### config.mk
export PLATFORM = sky130hd
export DESIGN_NAME = hex_record_encoder
export DESIGN_NICKNAME = d
export VERILOG_FILES = /design/src/sv/hre_pkg.sv /design/src/sv/hex_record_encoder.sv
export SDC_FILE = /design/constraint.sdc
export NUM_CORES = 1
export LEC_CHECK = 0
export ABC_AREA = 0
export BUFFER_PORTS_ARGS = -buffer_cell sky130_fd_sc_hd__buf_2
export CAP_MARGIN = 40
export CORE_ASPECT_RATIO = 1.4
export CORE_MARGIN = 5
export CORE_UTILIZATION = 35
export CTS_CLUSTER_SIZE = 16
export DETAILED_ROUTE_END_ITERATION = 12
export GPL_ROUTABILITY_DRIVEN = 0
export PLACE_DENSITY_LB_ADDON = 0.2
export SYNTH_ARGS = -nofsm -noshare
export SYNTH_HDL_FRONTEND = slang
export SYNTH_SLANG_ARGS = --single-unit
export TNS_END_PERCENT = 30
### constraint.sdc
create_clock -name clk -period 3.9 [get_ports clk]
set_input_delay 0.78 -clock clk [delete_from_list [all_inputs] [get_ports clk]]
set_output_delay 0.78 -clock clk [all_outputs]
set_load 0.02 [all_outputs]
### src/sv/hre_pkg.sv
package hre_pkg;

	localparam int RECORD_DEPTH_DEF = 32;
	localparam int CFG_W = 6;
	localparam logic [CFG_W-1:0] MAX_RECORD_RESET = 6'd32;

	localparam int OP_W = 2;
	typedef enum logic [OP_W-1:0] {
		OP_DATA = 2'd0,
		OP_END = 2'd1,
		OP_START = 2'd2,
		OP_NONE = 2'd3
	} op_t;

	localparam logic [7:0] CHAR_COLON = 8'h3A;
	localparam logic [7:0] CHAR_NL = 8'h0A;
	localparam logic [7:0] TYPE_DATA = 8'h00;
	localparam logic [7:0] TYPE_EOF = 8'h01;

	// byte source of the current microcode step
	typedef enum logic [2:0] {
		SRC_COUNT,
		SRC_ADDR_HI,
		SRC_ADDR_LO,
		SRC_TYPE,
		SRC_DATA,
		SRC_CSUM
	} src_t;

	typedef enum logic [1:0] {
		JMP_NEXT,
		JMP_ALWAYS,
		JMP_IF_DONE
	} jmp_t;

	localparam int PC_W = 3;
	localparam logic [PC_W-1:0] PC_COUNT = 3'd0;
	localparam logic [PC_W-1:0] PC_ADDR_HI = 3'd1;
	localparam logic [PC_W-1:0] PC_ADDR_LO = 3'd2;
	localparam logic [PC_W-1:0] PC_TYPE = 3'd3;
	localparam logic [PC_W-1:0] PC_LOAD = 3'd4;
	localparam logic [PC_W-1:0] PC_DATA = 3'd5;
	localparam logic [PC_W-1:0] PC_CSUM = 3'd6;
	localparam logic [PC_W-1:0] PC_NL = 3'd7;

	typedef struct packed {
		logic emit;
		logic colon;
		logic newline;
		src_t src;
		logic add_sum;
		logic idx_inc;
		jmp_t jmp;
		logic [PC_W-1:0] target;
		logic stop;
	} ucode_t;

	// Record program: header bytes, data loop (load then emit), checksum, newline.
	function automatic ucode_t ucode_rom(logic [PC_W-1:0] pc);
		ucode_t w;
		w = '{emit: 1'b0, colon: 1'b0, newline: 1'b0, src: SRC_COUNT, add_sum: 1'b0,
			idx_inc: 1'b0, jmp: JMP_NEXT, target: PC_COUNT, stop: 1'b0};
		unique case (pc)
			PC_COUNT: begin
				w.emit = 1'b1; w.colon = 1'b1; w.src = SRC_COUNT; w.add_sum = 1'b1;
			end
			PC_ADDR_HI: begin
				w.emit = 1'b1; w.src = SRC_ADDR_HI; w.add_sum = 1'b1;
			end
			PC_ADDR_LO: begin
				w.emit = 1'b1; w.src = SRC_ADDR_LO; w.add_sum = 1'b1;
			end
			PC_TYPE: begin
				w.emit = 1'b1; w.src = SRC_TYPE; w.add_sum = 1'b1;
			end
			PC_LOAD: begin
				w.jmp = JMP_IF_DONE; w.target = PC_CSUM;
			end
			PC_DATA: begin
				w.emit = 1'b1; w.src = SRC_DATA; w.add_sum = 1'b1; w.idx_inc = 1'b1;
				w.jmp = JMP_ALWAYS; w.target = PC_LOAD;
			end
			PC_CSUM: begin
				w.emit = 1'b1; w.src = SRC_CSUM;
			end
			PC_NL: begin
				w.emit = 1'b1; w.newline = 1'b1; w.src = SRC_CSUM; w.stop = 1'b1;
			end
			default: begin
				w.stop = 1'b1;
			end
		endcase
		return w;
	endfunction

	function automatic logic [7:0] hex_char(logic [3:0] nib);
		return (nib < 4'd10) ? (8'h30 + {4'd0, nib}) : (8'h37 + {4'd0, nib});
	endfunction

endpackage

### src/sv/hex_record_encoder.sv
// Channel  Dir  Handshake              Payload
// s        in   s_tvalid / s_tready    s_tdata, s_tuser (op), s_tlast (span_last)
// m        out  m_tvalid / m_tready    m_tdata (two ASCII chars), m_tlast (record end)
// cfg      in   cfg_valid / cfg_ready  cfg_data (max_record_bytes)
//
// A data byte that does not close a record is only stored and counted. For a
// record of n data bytes, after its closing item, the sequencer runs one load
// and one emit step per data byte (set by the registered buffer read), so 6+n pairs
// come out at up to one per cycle. Reset clears the byte count, both addresses
// and sets the record limit to 32. A low m_tready holds the sequencer on the
// next emitting step; s_tready stays low while a record is being sent.
module hex_record_encoder #(
	parameter int RECORD_DEPTH = hre_pkg::RECORD_DEPTH_DEF
) (
	input  logic clk,
	input  logic arst_n,
	input  logic s_tvalid,
	output logic s_tready,
	// [7:0] data_byte, [8] span_first, [24:9] span_addr, [40:25] start_addr
	input  logic [47:0] s_tdata,
	// [1:0] op
	input  logic [hre_pkg::OP_W-1:0] s_tuser,
	input  logic s_tlast,
	output logic m_tvalid,
	input  logic m_tready,
	// [7:0] char_first, [15:8] char_second
	output logic [15:0] m_tdata,
	output logic m_tlast,
	input  logic cfg_valid,
	output logic cfg_ready,
	input  logic [hre_pkg::CFG_W-1:0] cfg_data
);

	localparam int CW = $clog2(RECORD_DEPTH + 1);
	localparam int AW = (RECORD_DEPTH > 1) ? $clog2(RECORD_DEPTH) : 1;
	localparam int LW = (CW > hre_pkg::CFG_W) ? CW : hre_pkg::CFG_W;

	// input fields
	logic [7:0] data_byte;
	logic span_first;
	logic [15:0] span_addr;
	logic [15:0] start_addr;
	hre_pkg::op_t op;

	assign data_byte = s_tdata[7:0];
	assign span_first = s_tdata[8];
	assign span_addr = s_tdata[24:9];
	assign start_addr = s_tdata[40:25];
	assign op = hre_pkg::op_t'(s_tuser);

	// collection state
	logic [7:0] buf_mem [RECORD_DEPTH];
	logic [7:0] rd_data_q;
	logic [CW-1:0] count_q;
	logic [15:0] rec_addr_q;
	logic [15:0] run_addr_q;
	logic [hre_pkg::CFG_W-1:0] max_q;

	// latched record header and sequencer
	logic busy_q;
	logic [hre_pkg::PC_W-1:0] pc_q;
	logic [CW-1:0] rec_count_q;
	logic [15:0] out_addr_q;
	logic [7:0] out_type_q;
	logic [CW-1:0] idx_q;
	logic [7:0] sum_q;
	logic [7:0] prev_q;

	// output register
	logic m_tvalid_q;
	logic [15:0] m_tdata_q;
	logic m_tlast_q;

	logic s_acc;
	logic [CW-1:0] cnt_eff;
	logic [15:0] base_addr;
	logic [15:0] rec_addr_new;
	logic [CW-1:0] cnt_new;
	logic [CW-1:0] limit;
	logic flush;

	hre_pkg::ucode_t uw;
	logic advance;
	logic [7:0] cur;

	assign s_tready = !busy_q;
	assign s_acc = s_tvalid && s_tready;
	assign cfg_ready = 1'b1;
	assign m_tvalid = m_tvalid_q;
	assign m_tdata = m_tdata_q;
	assign m_tlast = m_tlast_q;

	// Clamp the configured record length into 1..RECORD_DEPTH.
	always_comb begin
		if (max_q == '0) begin
			limit = CW'(1);
		end else if (LW'(max_q) > LW'(RECORD_DEPTH)) begin
			limit = CW'(RECORD_DEPTH);
		end else begin
			limit = CW'(max_q);
		end
	end

	// A new span restarts the count and the running address.
	assign cnt_eff = span_first ? '0 : count_q;
	assign base_addr = span_first ? span_addr : run_addr_q;
	assign rec_addr_new = (cnt_eff == '0) ? base_addr : rec_addr_q;
	assign cnt_new = cnt_eff + CW'(1);
	assign flush = s_tlast || (cnt_new >= limit);

	assign uw = hre_pkg::ucode_rom(pc_q);
	assign advance = busy_q && (!uw.emit || !m_tvalid_q || m_tready);

	always_comb begin
		case (uw.src)
			hre_pkg::SRC_COUNT: cur = 8'(rec_count_q);
			hre_pkg::SRC_ADDR_HI: cur = out_addr_q[15:8];
			hre_pkg::SRC_ADDR_LO: cur = out_addr_q[7:0];
			hre_pkg::SRC_TYPE: cur = out_type_q;
			hre_pkg::SRC_DATA: cur = rd_data_q;
			default: cur = 8'd0 - sum_q;
		endcase
	end

	// Buffer: write on data byte, registered read at the sequencer index.
	always_ff @(posedge clk) begin
		if (s_acc && op == hre_pkg::OP_DATA) begin
			buf_mem[cnt_eff[AW-1:0]] <= data_byte;
		end
		rd_data_q <= buf_mem[idx_q[AW-1:0]];
	end

	always_ff @(posedge clk or negedge arst_n) begin
		if (!arst_n) begin
			max_q <= hre_pkg::MAX_RECORD_RESET;
			count_q <= '0;
			rec_addr_q <= '0;
			run_addr_q <= '0;
			busy_q <= 1'b0;
			pc_q <= hre_pkg::PC_COUNT;
			m_tvalid_q <= 1'b0;
		end else begin
			if (cfg_valid && cfg_ready) begin
				max_q <= cfg_data;
			end

			// load the output on an emit step, else drop it once taken
			if (advance && uw.emit) begin
				m_tvalid_q <= 1'b1;
			end else if (m_tready) begin
				m_tvalid_q <= 1'b0;
			end

			if (s_acc) begin
				unique case (op)
					hre_pkg::OP_DATA: begin
						rec_addr_q <= rec_addr_new;
						run_addr_q <= base_addr + 16'd1;
						count_q <= flush ? '0 : cnt_new;
						if (flush) begin
							busy_q <= 1'b1;
							pc_q <= hre_pkg::PC_COUNT;
						end
					end
					hre_pkg::OP_END, hre_pkg::OP_START: begin
						count_q <= '0;
						busy_q <= 1'b1;
						pc_q <= hre_pkg::PC_COUNT;
					end
					default: begin
					end
				endcase
			end

			if (advance) begin
				if (uw.stop) begin
					busy_q <= 1'b0;
				end
				case (uw.jmp)
					hre_pkg::JMP_ALWAYS: pc_q <= uw.target;
					hre_pkg::JMP_IF_DONE: pc_q <= (idx_q == rec_count_q) ? uw.target
						: pc_q + hre_pkg::PC_W'(1);
					default: pc_q <= pc_q + hre_pkg::PC_W'(1);
				endcase
			end
		end
	end

	// Datapath registers: header latch, index, checksum, pair assembly.
	always_ff @(posedge clk) begin
		if (s_acc) begin
			idx_q <= '0;
			sum_q <= '0;
			if (op == hre_pkg::OP_DATA) begin
				rec_count_q <= cnt_new;
				out_addr_q <= rec_addr_new;
				out_type_q <= hre_pkg::TYPE_DATA;
			end else begin
				rec_count_q <= '0;
				out_addr_q <= (op == hre_pkg::OP_START) ? start_addr : 16'd0;
				out_type_q <= hre_pkg::TYPE_EOF;
			end
		end
		if (advance) begin
			if (uw.emit) begin
				m_tdata_q[7:0] <= uw.colon ? hre_pkg::CHAR_COLON : hre_pkg::hex_char(prev_q[3:0]);
				m_tdata_q[15:8] <= uw.newline ? hre_pkg::CHAR_NL : hre_pkg::hex_char(cur[7:4]);
				m_tlast_q <= uw.newline;
				prev_q <= cur;
			end
			if (uw.add_sum) begin
				sum_q <= sum_q + cur;
			end
			if (uw.idx_inc) begin
				idx_q <= idx_q + CW'(1);
			end
		end
	end

endmodule
==> impl_metrics.toml <==
[setup_path]
worst-r2r-setup-slack_ps = 270
cp-start-kind = "flop"
worstPathCellList = "ha_1 -> ha_1 -> or4_4 -> nand2_1 -> buf_4 -> a21oi_1 -> o21ai_0 -> o21a_1 -> ha_1 -> a21oi_1 -> nor2b_1 -> o31a_1 -> o41ai_2 -> xnor2_1 -> o211ai_2 -> o31ai_2"
cp-end-kind = "flop"
critPathSlowestCell = "or4_4"
crit_type = "reg2reg"
crit_required_ps = 4320
path_delay_family = "compound AO/OA/AOI/OAI gates"
slowest_delay_ps = 530
critPathMaxFanout = 5
path_buf_inv = 1
arrival_ps = 4050
path_common_cell = "ha_1"

[global_routing]
grtUsageTotal_pct = 14.5
first_global_vias = 9823
antenna_found_initial = 0
gr-total-overflow = 0
grt_pass1_wl_um = 57000
grt_max_degree = 41

[placed_design]
dp_hpwl_um = 26000
post-place-ws_ps = 125
port_buffers = 71

[floorplan]
start_util_pct = 35.4
fp.dieW_um = 192
die_height_um = 265
core-area_um2 = 46100
io_pins = 82
die_area_um2 = 51100
num_rows = 93

[cts]
clock_latency_ps = 550
cts_tree = "built"
cts_buffers = 39
htree_num_levels = 2
cts.path.max_buffers = 3
cts_setup_buffers = 0
cts.sinks = 369
clkTransAtPathRegs_ps = 60
cts_root_buffer = "clkbuf_16"

[synthesis]
synth_flop_cell = "edfxtp_1"
async_flop_share_pct = 13.3
avgSynthCellArea_um2 = 14.8
synth.distinct_cells = 71
synth_edf_count = 298
synth_top_cell_area_share_pct = 54.9
synth.yosys.seq_area_share_pct = 65.1
yosysTopAreaCell = "edfxtp_1"
synthTopCellsByArea = "edfxtp_1 55%, mux4_2 11%, dfrtp_1 7.4%"
syn_inst = 1104
yosys_warnings = 0
synth_seq_cells = 369
synth_area_um2 = 16300

[final_layout]
drive_gt1_share_pct = 24.1
final_common_cell = "edfxtp_1"
final_cell_mix = "298 x edfxtp_1, 131 x nand2_1, 80 x mux4_2"
area_growth_pct = 16.6
n_fill_cell = 4292
diodes = 0
fin_nets = 1324

[timing]
fin_crit_ps = 3630
setup_ws_ps = 266
slew-limit-headroom_pct = 42.0
setup_violations = 0
rsz0062_at_grt = "no"
slew_violations = 0
tightest_slew_ps = 868
hold_violations = 0
skew_ps = 29.7
tns_ps = 0
period_share_pct = 93.2
fmax_mhz = 275

[route]
drc = 0
dr.first_iter.drc_count = 580
first_pass_iters = 5
via_per_inst = 4.95
dr_total_vias = 9270
wl_per_cell_um = 19.7
wl_um = 36900
ant_nets = 0

[power_and_ir_drop]
p_total_w = 0.0124
ir_drop_mv = 0.436
p_leak_nw = 6.75
power_density_nw_per_um2 = 653

[worst_hold_path]
holdCritPathClass = "in2async"

[run]
cap_violations = 0

[status]
status = "complete, no violations"
-- stage by stage --
| step | util, % | area, um2 | std cells | hold slack (ps) |
|---|---|---|---|---|
| 2_1_floorplan | - | 16300 | 1105 | 445 |
| 4_1_cts | 41.2 | 19000 | 1871 | 296 |
| 6_report | 41.3 | 19000 | 1871 | 297 |
| 3_3_place_gp | 38.4 | 17700 | 1801 | 464 |
| 3_5_place_dp | 38.4 | 17700 | 1801 | 470 |
| 5_1_grt | 41.3 | 19000 | 1871 | 347 |
-- layer usage --
metal	share of wire, %	vias to the layer above	wire length, um	global-route usage (%)
li1	-	4437	-	-
met1	39	4629	14400	17.0
met2	55	155	20400	27.2
met3	3.2	49	1190	2.05
met4	2.4	0	897	4.42
met5	0	-	0	0
-- sequential cells by signal, summed over array words and instances, names as in the netlist, 8 cells and up --
name        cells
out_addr_q     16
run_addr_q     16
buf_mem       256
rd_data_q       8
m_tdata        14
rec_addr_q     16
sum_q           8
-- cell usage after synthesis (all sizes together) (21+ instances only) --
library cell / instances
nand2: 132
clkbuf: 43
inv: 32
mux4: 80
dfrtp: 48
o21ai: 75
ha: 36
nor2: 81
a21oi: 21
o211ai: 21
edfxtp: 298
dfxtp: 22
-- report_power, final --
part	internal, W	total [W]	switching (W)
sequential	0.00480	0.00505	0.000259
clock	0.00226	0.00380	0.00154
combinational	0.00151	0.00357	0.00206
-- cell type report --
class | count | area, um2 | area share (%)
repair buffers | 134 | 841 | 4.42
inverters | 32 | 120 | 0.632
clock buffers | 48 | 1010 | 5.31
well taps | 617 | 772 | 4.06
multi-input cells | 649 | 5360 | 28.2
flip-flops and latches | 369 | 10600 | 55.8
clock inverters | 22 | 297 | 1.56
-- timing repair --
item                       CTS  global route
hold buffers                 0             0
setup endpoints to repair    0             1
resized for setup            0             2
hold endpoints to repair     0             0
-- worst register-to-register path, cell delays in order (launching register included) --
cell and delay [ps]:
dfrtp_1 380, ha_1 210, ha_1 240, or4_4 530, nand2_1 140, buf_4 160, a21oi_1 60, o21ai_0 210
o21a_1 190, ha_1 230, a21oi_1 140, nor2b_1 80, o31a_1 280, o41ai_2 260, xnor2_1 160, o211ai_2 170
o31ai_2 80
-- worst paths after layout --
path,cells past startpoint,endpoint,startpoint
setup / recovery,16,sum_q[7],pc_q[1]
hold / removal,1,max_q[0],arst_n
setup reg to reg,16,sum_q[7],pc_q[1]
hold reg to reg,2,run_addr_q[15],run_addr_q[15]
max in group asynchronous,2,pc_q[0],arst_n
min in group clk,2,max_q[0],cfg_data[0]
-- logic make-up after synthesis --
group / count (synthesis) / synth area share [%]
flops: 369 / 65.1
xor+xnor: 35 / 1.88
simple gates: 287 / 7.72
compound gates: 175 / 7.07
buf+inv: 87 / 2.17
other cells: 2 / 0.0461
mux: 112 / 13.1
fa+ha+maj: 37 / 2.88
(Power assumes the default switching activity.)
